$ cat config.mk
export PLATFORM = sky130hd
export DESIGN_NAME = multi_channel_frame_sync
export DESIGN_NICKNAME = d
export VERILOG_FILES = /design/src/rtl/core/mcfs_pkg.sv /design/src/rtl/core/mcfs_chan_queue.sv /design/src/rtl/core/mcfs_out_buf.sv /design/src/rtl/core/multi_channel_frame_sync.sv
export VERILOG_INCLUDE_DIRS = /design/src /design/src/rtl/core
export SDC_FILE = /design/constraint.sdc
export NUM_CORES = 1
export LEC_CHECK = 0
export ABC_AREA = 1
export ABC_CLOCK_PERIOD_IN_PS = 6700
export BUFFER_PORTS_ARGS = -buffer_cell sky130_fd_sc_hd__buf_2
export CELL_PAD_IN_SITES_DETAIL_PLACEMENT = 0
export CELL_PAD_IN_SITES_GLOBAL_PLACEMENT = 1
export CORE_MARGIN = 5
export CORE_UTILIZATION = 30
export DETAILED_ROUTE_END_ITERATION = 7
export GPL_TIMING_DRIVEN = 0
export PLACE_DENSITY = 0.6
export SYNTH_ARGS = -nofsm -noshare
export SYNTH_HDL_FRONTEND = slang
export SYNTH_HIERARCHICAL = 1
export SYNTH_SLANG_ARGS = --single-unit
export TNS_END_PERCENT = 20
$ cat constraint.sdc
create_clock -name clk_i -period 6.7 [get_ports clk_i]
set_input_delay 0.335 -clock clk_i [delete_from_list [all_inputs] [get_ports clk_i]]
set_output_delay 0.335 -clock clk_i [all_outputs]
set_load 0.01 [all_outputs]
$ cat src/rtl/core/multi_channel_frame_sync_assert.svh
// Assertion macros shared by the frame sync RTL.
`ifndef MULTI_CHANNEL_FRAME_SYNC_ASSERT_SVH
`define MULTI_CHANNEL_FRAME_SYNC_ASSERT_SVH

`ifndef SYNTHESIS
`define MCFS_ASSERT(lbl, prop, msg) \
  lbl: assert property (@(posedge clk_i) disable iff (!rst_ni) prop) else $error(msg);
`define MCFS_ASSERT_IMPL(lbl, ante, cons, msg) \
  lbl: assert property (@(posedge clk_i) disable iff (!rst_ni) (ante) |-> (cons)) \
    else $error(msg);
`else
`define MCFS_ASSERT(lbl, prop, msg)
`define MCFS_ASSERT_IMPL(lbl, ante, cons, msg)
`endif

`endif

$ cat src/rtl/core/mcfs_pkg.sv
// Shared types and constants of the multi-channel frame sync.
package mcfs_pkg;

  localparam int CH_W      = 2;           // channel field width
  localparam int CH_SLOTS  = 1 << CH_W;   // channel numbers the field can carry
  localparam int TAG_OUT_W = 32;          // tag field width on both streams
  localparam int S_TDATA_W = 40;          // channel + tag, padded to bytes
  localparam int M_TDATA_W = 40;
  localparam int CFG_IDX_W = 1;
  localparam int CFG_DAT_W = 3;

  typedef enum logic [CFG_IDX_W-1:0] {
    CFG_NUM_CHANNELS = 1'b0,
    CFG_PACKAGE_MODE = 1'b1
  } cfg_idx_e;

  // Group of results released by one input beat.
  typedef struct packed {
    logic [CH_SLOTS-1:0] mask;      // channels that send, lowest first
    logic                packaged;
  } emit_ctl_t;

endpackage

$ cat src/rtl/core/mcfs_chan_queue.sv
// Per-channel tag queue: push with drop-oldest, then optional pop, in one pass.
`include "multi_channel_frame_sync_assert.svh"
module mcfs_chan_queue import mcfs_pkg::*; #(
  parameter int QUEUE_DEPTH = 2,
  parameter int TAG_BITS    = 32
) (
  input  logic                clk_i,
  input  logic                rst_ni,
  input  logic                push_i,
  input  logic [TAG_BITS-1:0] tag_i,
  input  logic                pop_i,
  output logic                has_data_o,  // after this cycle's push
  output logic [TAG_BITS-1:0] pop_tag_o
);

  localparam int HW = (QUEUE_DEPTH > 1) ? $clog2(QUEUE_DEPTH) : 1;
  localparam int FW = $clog2(QUEUE_DEPTH + 1);
  localparam int SW = $clog2(2 * QUEUE_DEPTH);

  logic [TAG_BITS-1:0] mem_q [QUEUE_DEPTH];
  logic [HW-1:0]       head_q, head_d, head_p, wslot;
  logic [FW-1:0]       fill_q, fill_d, fill_p;
  logic [SW-1:0]       slot_sum;
  logic                full;

  function automatic logic [HW-1:0] wrap_inc(input logic [HW-1:0] h);
    wrap_inc = (h == HW'(QUEUE_DEPTH - 1)) ? '0 : h + HW'(1);
  endfunction

  always_comb begin
    full     = (fill_q == FW'(QUEUE_DEPTH));
    slot_sum = SW'(head_q) + SW'(fill_q);
    wslot    = (slot_sum >= SW'(QUEUE_DEPTH)) ? HW'(slot_sum - SW'(QUEUE_DEPTH))
                                               : HW'(slot_sum);
    // a full queue drops its oldest tag before the push
    head_p   = (push_i && full) ? wrap_inc(head_q) : head_q;
    fill_p   = (push_i && !full) ? fill_q + FW'(1) : fill_q;
    // oldest tag may be the one arriving now
    pop_tag_o  = (push_i && (wslot == head_p)) ? tag_i : mem_q[head_p];
    has_data_o = (fill_p != '0);
    head_d     = pop_i ? wrap_inc(head_p) : head_p;
    fill_d     = pop_i ? fill_p - FW'(1) : fill_p;
  end

  always_ff @(posedge clk_i) begin
    if (push_i) begin
      mem_q[wslot] <= tag_i;
    end
  end

  always_ff @(posedge clk_i or negedge rst_ni) begin
    if (!rst_ni) begin
      head_q <= '0;
      fill_q <= '0;
    end else begin
      head_q <= head_d;
      fill_q <= fill_d;
    end
  end

  `MCFS_ASSERT(a_fill_bound, fill_q <= FW'(QUEUE_DEPTH), "queue fill exceeds depth")
  `MCFS_ASSERT_IMPL(a_pop_has_data, pop_i, has_data_o, "pop from empty queue")

endmodule

$ cat src/rtl/core/mcfs_out_buf.sv
// Result buffer: holds one input's release group and drains it a beat per cycle while m_axis_tready is high.
`include "multi_channel_frame_sync_assert.svh"
module mcfs_out_buf import mcfs_pkg::*; (
  input  logic                 clk_i,
  input  logic                 rst_ni,
  input  logic                 load_i,
  input  emit_ctl_t            ctl_i,
  input  logic [TAG_OUT_W-1:0] tags_i [CH_SLOTS],
  output logic                 empty_o,
  output logic                 m_axis_tvalid,
  input  logic                 m_axis_tready,
  output logic [M_TDATA_W-1:0] m_axis_tdata,  // [1:0] sent_channel, [33:2] sent_tag
  output logic                 m_axis_tuser,  // [0] packaged
  output logic                 m_axis_tlast
);

  logic [CH_SLOTS-1:0]  pend_q, pend_d, pick_oh;
  logic [TAG_OUT_W-1:0] tag_q [CH_SLOTS];
  logic                 pk_q;
  logic [CH_W-1:0]      pick_idx;
  logic                 move;

  logic                 ovld_q;
  logic [CH_W-1:0]      och_q;
  logic [TAG_OUT_W-1:0] otag_q;
  logic                 opk_q, olast_q;

  always_comb begin
    pick_idx = '0;
    for (int i = CH_SLOTS - 1; i >= 0; i--) begin
      if (pend_q[i]) begin
        pick_idx = CH_W'(i);
      end
    end
    pick_oh = CH_SLOTS'(1) << pick_idx;
    move    = (pend_q != '0) && (!ovld_q || m_axis_tready);
    pend_d  = load_i ? ctl_i.mask : (move ? (pend_q & ~pick_oh) : pend_q);
  end

  assign empty_o = (pend_q == '0);

  always_ff @(posedge clk_i) begin
    if (load_i) begin
      tag_q <= tags_i;
      pk_q  <= ctl_i.packaged;
    end
    if (move) begin
      och_q   <= pick_idx;
      otag_q  <= tag_q[pick_idx];
      opk_q   <= pk_q;
      olast_q <= ((pend_q & ~pick_oh) == '0);
    end
  end

  always_ff @(posedge clk_i or negedge rst_ni) begin
    if (!rst_ni) begin
      pend_q <= '0;
      ovld_q <= 1'b0;
    end else begin
      pend_q <= pend_d;
      if (move) begin
        ovld_q <= 1'b1;
      end else if (m_axis_tready) begin
        ovld_q <= 1'b0;
      end
    end
  end

  assign m_axis_tvalid = ovld_q;
  assign m_axis_tdata  = {(M_TDATA_W - TAG_OUT_W - CH_W)'(0), otag_q, och_q};
  assign m_axis_tuser  = opk_q;
  assign m_axis_tlast  = olast_q;

  `MCFS_ASSERT_IMPL(a_load_when_empty, load_i, pend_q == '0, "group loaded over pending beats")

endmodule

$ cat src/rtl/core/multi_channel_frame_sync.sv
// A result beat passes the input register, the buffer's pending group and output register.
// An input beat releases 0 to 4 results; the result buffer drains one beat a cycle while
//   m_axis_tready is high, and the input register holds its beat until the buffer is empty.
// Reset (rst_ni low, async): queues empty, all send permits set, 4 channels, single mode.
// Queue contents are not cleared; only written slots are ever read.
`include "multi_channel_frame_sync_assert.svh"
module multi_channel_frame_sync import mcfs_pkg::*; #(
  parameter int MAX_CHANNELS = 4,
  parameter int QUEUE_DEPTH  = 2,
  parameter int TAG_BITS     = 32
) (
  input  logic                 clk_i,
  input  logic                 rst_ni,
  // config write port
  input  logic                 cfg_wr_en_i,
  input  logic [CFG_IDX_W-1:0] cfg_idx_i,
  input  logic [CFG_DAT_W-1:0] cfg_wdata_i,
  // input stream
  input  logic                 s_axis_tvalid,
  output logic                 s_axis_tready,
  input  logic [S_TDATA_W-1:0] s_axis_tdata,   // [1:0] source_channel, [33:2] frame_tag
  // result stream
  output logic                 m_axis_tvalid,
  input  logic                 m_axis_tready,
  output logic [M_TDATA_W-1:0] m_axis_tdata,   // [1:0] sent_channel, [33:2] sent_tag
  output logic                 m_axis_tuser,   // [0] packaged
  output logic                 m_axis_tlast    // last
);

  localparam int WW = (TAG_BITS > TAG_OUT_W) ? TAG_BITS : TAG_OUT_W;

  // config registers
  logic [CFG_DAT_W-1:0] cfg_num_q;
  logic                 cfg_pkg_q;

  // input register
  logic                 in_vld_q;
  logic [CH_W-1:0]      in_ch_q;
  logic [TAG_OUT_W-1:0] in_tag_q;

  logic                 go, valid_in, buf_empty;
  logic [CFG_DAT_W-1:0] nch;
  logic [WW-1:0]        in_wide;
  logic [TAG_BITS-1:0]  q_tag;

  logic [CH_SLOTS-1:0]  act, has, push_en, pop_en, emit, per_act;
  logic [CH_SLOTS-1:0]  permit_q, permit_d;
  logic                 any_permit, all_have;
  logic [TAG_BITS-1:0]  pop_tag [CH_SLOTS];
  logic [TAG_OUT_W-1:0] out_tag [CH_SLOTS];
  emit_ctl_t            ctl;

  // Input beat sits in in_*_q; it is processed once the result buffer is free.
  assign go            = in_vld_q && buf_empty;
  assign s_axis_tready = !in_vld_q || go;

  always_ff @(posedge clk_i) begin
    if (s_axis_tvalid && s_axis_tready) begin
      in_ch_q  <= s_axis_tdata[CH_W-1:0];
      in_tag_q <= s_axis_tdata[CH_W +: TAG_OUT_W];
    end
  end

  always_ff @(posedge clk_i or negedge rst_ni) begin
    if (!rst_ni) begin
      in_vld_q  <= 1'b0;
      cfg_num_q <= CFG_DAT_W'(4);
      cfg_pkg_q <= 1'b0;
      permit_q  <= '1;
    end else begin
      if (s_axis_tready) begin
        in_vld_q <= s_axis_tvalid;
      end
      if (cfg_wr_en_i) begin
        case (cfg_idx_i)
          CFG_NUM_CHANNELS: cfg_num_q <= cfg_wdata_i;
          CFG_PACKAGE_MODE: cfg_pkg_q <= cfg_wdata_i[0];
          default: ;
        endcase
      end
      permit_q <= permit_d;
    end
  end

  // Effective channel count: zero acts as one, clamp at MAX_CHANNELS.
  always_comb begin
    if (cfg_num_q == '0) begin
      nch = CFG_DAT_W'(1);
    end else if (cfg_num_q > CFG_DAT_W'(MAX_CHANNELS)) begin
      nch = CFG_DAT_W'(MAX_CHANNELS);
    end else begin
      nch = cfg_num_q;
    end
  end

  assign valid_in = (CFG_DAT_W'(in_ch_q) < nch);
  assign in_wide  = WW'(in_tag_q);
  assign q_tag    = in_wide[TAG_BITS-1:0];

  // Per-channel queues; channel numbers from MAX_CHANNELS up have none.
  for (genvar c = 0; c < CH_SLOTS; c++) begin : g_ch
    logic [WW-1:0] pop_wide;
    assign act[c]     = (CFG_DAT_W'(c) < nch);
    assign push_en[c] = go && valid_in && (in_ch_q == CH_W'(c));
    assign pop_en[c]  = go && valid_in && emit[c];
    assign pop_wide   = WW'(pop_tag[c]);
    assign out_tag[c] = pop_wide[TAG_OUT_W-1:0];
    if (c < MAX_CHANNELS) begin : g_q
      mcfs_chan_queue #(
        .QUEUE_DEPTH (QUEUE_DEPTH),
        .TAG_BITS    (TAG_BITS)
      ) u_queue (
        .clk_i      (clk_i),
        .rst_ni     (rst_ni),
        .push_i     (push_en[c]),
        .tag_i      (q_tag),
        .pop_i      (pop_en[c]),
        .has_data_o (has[c]),
        .pop_tag_o  (pop_tag[c])
      );
    end else begin : g_none
      assign has[c]     = 1'b0;
      assign pop_tag[c] = '0;
    end
  end

  // Release decision.
  // Single mode: permitted channels with data send; with no permit left among the
  //   active channels, a new round starts and every active channel with data sends.
  // Package mode: one tag from each active channel once all of them hold one.
  always_comb begin
    per_act    = permit_q & act;
    any_permit = |per_act;
    all_have   = &(has | ~act);
    permit_d   = permit_q;
    if (cfg_pkg_q) begin
      emit = all_have ? act : '0;
    end else if (any_permit) begin
      emit = per_act & has & act;
      if (go && valid_in) begin
        permit_d = permit_q & ~emit;
      end
    end else begin
      emit = has & act;
      if (go && valid_in) begin
        permit_d = (permit_q & ~act) | (act & ~has);
      end
    end
    ctl.mask     = (go && valid_in) ? emit : '0;
    ctl.packaged = cfg_pkg_q;
  end

  mcfs_out_buf u_out_buf (
    .clk_i         (clk_i),
    .rst_ni        (rst_ni),
    .load_i        (go),
    .ctl_i         (ctl),
    .tags_i        (out_tag),
    .empty_o       (buf_empty),
    .m_axis_tvalid (m_axis_tvalid),
    .m_axis_tready (m_axis_tready),
    .m_axis_tdata  (m_axis_tdata),
    .m_axis_tuser  (m_axis_tuser),
    .m_axis_tlast  (m_axis_tlast)
  );

  `MCFS_ASSERT_IMPL(a_pkg_group, go && valid_in && cfg_pkg_q, emit == '0 || emit == act, "partial package group")
  `MCFS_ASSERT_IMPL(a_emit_active, go, (ctl.mask & ~act) == '0, "inactive channel released")

endmodule
==> qor.csv <==
stage;metric;value;unit
global_routing;antenna_found_initial;2;
routing;wl_per_cell;18.0;microns
die;dieHeight;278;microns
timing;fmax;206;MHz
logic_synthesis;syn_inst;2050;
flow_run;maxCapViolCount;0;
power_and_ir_drop;p_clk_frac;0.229;
routing;vias;14300;
timing;setup_ws;1.85;ns
logic_synthesis;syn_area;21600;sq um
routing;antenna_left;0;
die;core_area;71400;sq um
finish;antenna-diode-count;0;
logic_synthesis;yosys_register_bits;481;
routing;drc;0;
logic_synthesis;synthFlopType;edfxtp_1;
die;ios;93;
logic_synthesis;synth.distinct_cells;39;
finish;nFillCells;7090;
power_and_ir_drop;p_leak;11.0;nW
timing;slew_headroom;0.399;
worst_hold_path;worstHoldPathType;in2reg;
clocking;htree_levels;2;
global_routing;grt_overflow;0;
logic_synthesis;synth_top_area_cell;edfxtp_1;
logic_synthesis;netlist.area_leader.share;0.634;
timing;fin_crit;4.85;ns
power_and_ir_drop;p_seq_frac;0.417;
routing;first_pass_iters;5;
logic_synthesis;avgSynthCellArea;10.5;sq um
finish;area_delta_synth_final;18.7;%
global_routing;busiest_layer;met2;
placement;numPortBuffers;80;
timing;tns;0;ns
critical_path;crit_required;7.21;ns
logic_synthesis;ys_top_cells_by_area;edfxtp_1 63%, nand3_1 11%, nand2_1 8.0%;
timing;fin_hold_ws;0.0484;ns
global_routing;grt_use_total;0.147;
power_and_ir_drop;power.internal;8.02;mW
placement;pre_cts_ws;1.71;ns
logic_synthesis;ys_seq_area_frac;0.664;
routing;drtIter0Drc;902;
timing;setup-violations-final;0;
clocking;cts_setup_buffers;0;
placement;place.detailed.hpwl;39900;microns
timing;slew_viol_final;0;
critical_path;cp-end-kind;register;
finish;nets;2297;
finish;regArea;14300;sq um
critical_path;cp-start-kind;register;
clocking;cts_root_buf;clkbuf_16;
power_and_ir_drop;p_per_area;504;nW/um^2
routing;vias_per_cell;4.41;
status;status;finished, final reports clean;
routing;wirelength;58100;microns
timing;final.setup_skew;0.0168;ns
power_and_ir_drop;p_comb_frac;0.354;
die;dieArea;77300;sq um
critical_path;path_class;reg2reg;
timing;worstMarginPinSlew;0.895;ns
critical_path;cp_max_fo;87;
finish;multi_input_area;5190;sq um
die;rows;98;
global_routing;grt_use_met2;0.249;
clocking;post_cts_resized;0;
clocking;clk_latency;0.59;ns
logic_synthesis;async_flop_share;0.0541;
power_and_ir_drop;switchingPower;4.86;mW
clocking;clkTransAtPathRegs;0.06;ns
placement;globalplace.congestion;0.794;
critical_path;arrival;5.37;ns
die;die_w;278;microns
global_routing;grt_max_degree;88;
global_routing;met1_usage;0.198;
logic_synthesis;synth_edf_count;455;
timing;rsz0062_at_grt;no;
finish;fin_cells;3231;
global_routing;use_met3;0.0206;
die;initial_utilization;0.302;
timing;period_share;0.724;
clocking;cts_tree;yes;
clocking;cts_sinks;481;
logic_synthesis;yosys_warnings;6;
timing;final_hold_viol_count;0;
placement;dp.cells;3095;
global_routing;grt_pass1_vias;13800;
clocking;cts_made_buffers;51;
power_and_ir_drop;switching_share;0.377;
global_routing;grt_pass1_wl;87200;microns
finish;drive_gt1_frac;0.148;
clocking;cts_buffer_depth;3;
power_and_ir_drop;peakVddDrop;0.000365;V
-- logic make-up after synthesis --
| logic type | share of synthesized area |
|---|---|
| AOI/OAI and AO/OA | 0.00737 |
| xor gates and xnor gates | 0.00487 |
| adders and majority gates | 0.00522 |
| buffers and inverters | 0.0981 |
| DFF | 0.664 |
| muxes | 0.000522 |
| other | 0.000174 |
| and+or+nand+nor | 0.220 |
-- path summary, 6_finish.rpt --
path / from / to / slack, ns / cells past startpoint
setup / recovery: u_out_buf/pend_q[0]$_DFFE_PN0P_ / u_out_buf/pend_q[1]$_DFFE_PN0P_ / 1.85 / 22
min in group asynchronous: rst_ni / cfg_pkg_q$_DFFE_PN0P_ / 0.33 / 2
hold / removal: m_axis_tready / u_out_buf/m_axis_tvalid$_DFFE_PN0P_ / 0.05 / 4
setup reg to reg: u_out_buf/pend_q[0]$_DFFE_PN0P_ / u_out_buf/pend_q[1]$_DFFE_PN0P_ / 1.85 / 22
hold reg to reg: u_out_buf/pk_q$_DFFE_PP_ / u_out_buf/m_axis_tuser$_DFFE_PP_ / 0.43 / 0
max in group asynchronous: rst_ni / g_ch[0].g_q.u_queue/fill_q[1]$_DFF_PN0_ / 5.92 / 2
-- state kept, by name, summed over array words and instances, names as in the netlist, named ones only --
| register | count |
|---|---|
| u_out_buf/tag_q | 128 |
| g_ch.g_q.u_queue/mem_q | 256 |
| cfg_pkg_q | 1 |
| in_ch_q | 2 |
| in_vld_q | 1 |
| g_ch.g_q.u_queue/fill_q | 8 |
| u_out_buf/otag_q | 32 |
| u_out_buf/pk_q | 1 |
| u_out_buf/pend_q | 4 |
| u_out_buf/m_axis_tvalid | 1 |
| u_out_buf/m_axis_tuser | 1 |
| u_out_buf/och_q | 2 |
| g_ch.g_q.u_queue/head_q | 4 |
| cfg_num_q | 3 |
| in_tag_q | 32 |
| u_out_buf/m_axis_tlast | 1 |
-- what timing repair did --
item | 4_1_cts | 5_1_grt
hold endpoints to repair | 60 | 0
hold buffers | 41 | 0
endpoints found under the setup margin | 0 | 0
-- layer usage --
| layer | routed length (microns) | vias to the layer above | share of wire |
|---|---|---|---|
| li1 | - | 7134 | - |
| met1 | 25700 | 6690 | 0.44 |
| met2 | 27900 | 348 | 0.48 |
| met3 | 2680 | 82 | 0.046 |
| met4 | 1760 | 0 | 0.030 |
| met5 | 0 | - | 0 |
-- per-stage QoR --
step           power (mW)  cell area (sq um)   util
3_3_place_gp         9.80              23200  0.325
6_report             12.9              25600  0.359
2_1_floorplan        8.21              21600      -
4_1_cts              13.1              25600  0.359
3_5_place_dp         10.1              23400  0.328
5_1_grt              13.7              25600  0.359
-- cell usage after synthesis, types with 2 or more instances --
| library cell | n |
|---|---|
| o21ai_0 | 14 |
| clkbuf_2 | 4 |
| nand2_1 | 460 |
| buf_6 | 9 |
| xor2_1 | 4 |
| inv_2 | 17 |
| edfxtp_1 | 455 |
| nand2_4 | 3 |
| clkbuf_1 | 6 |
| nand3b_1 | 33 |
| and2_1 | 4 |
| dfrtp_1 | 21 |
| nor3_1 | 5 |
| nand3_2 | 8 |
| ha_1 | 9 |
| nand4_1 | 5 |
| dfstp_2 | 5 |
| o21ai_1 | 4 |
| buf_4 | 37 |
| a21oi_1 | 6 |
| nand3_1 | 462 |
| nor2_1 | 21 |
| nand2_2 | 20 |
| o21ai_2 | 2 |
| buf_2 | 48 |
| inv_1 | 368 |
| xnor2_1 | 8 |
-- cell type report --
type / count / share of cell area
Sequential cell: 481 / 0.560
Clock buffer: 60 / 0.0520
Tap cell: 950 / 0.0465
Timing Repair Buffer: 131 / 0.0398
Clock inverter: 35 / 0.0164
Inverter: 386 / 0.0569
Buffer: 105 / 0.0260
Multi-Input combinational cell: 1083 / 0.203
-- power by group through the flow --
| stage | clock, mW | sequential, mW | combinational [mW] |
|---|---|---|---|
| final | 2.95 | 5.38 | 4.56 |
| after global routing | 3.18 | 5.47 | 5.09 |
| after CTS | 3.04 | 5.39 | 4.65 |
| after detailed placement | 0 | 5.44 | 4.62 |
| after global placement | 0 | 5.48 | 4.31 |
| after floorplan | 0 | 5.35 | 2.86 |
-- critical path: stages, from the launching register on --
cell and delay (ns):
dfrtp_1 0.45, nor2_4 0.35, nand2_1 0.17, inv_1 0.12, nand2_1 0.12, inv_6 0.40
buf_16 0.38, nand2_2 0.16, nor3_1 0.31, clkbuf_2 0.28, inv_1 0.12, nor2_1 0.14
o21ai_0 0.12, ha_1 0.20, inv_1 0.11, o21ai_0 0.10, nand2_1 0.08, o21ai_2 0.07
nor3_1 0.74, nand2_1 0.11, o21ai_0 0.11, nand2_1 0.07, o21ai_1 0.07
-- layout by cell type, fill, tap and decap left out, drive strengths merged --
master	count
a21boi	1
a21oi	6
a22oi	1
a31oi	1
and2	4
and3	1
buf	185
bufinv	9
clkbuf	70
clkinv	23
clkinvlp	2
conb	6
dfrtp	21
dfstp	5
dlygate4sd3	41
edfxtp	455
ha	9
inv	387
mux2	1
nand2	483
nand3	471
nand3b	33
nand4	5
nor2	23
nor3	5
o21ai	20
or2	1
xnor2	8
xor2	4
(Power assumes the default switching activity.)
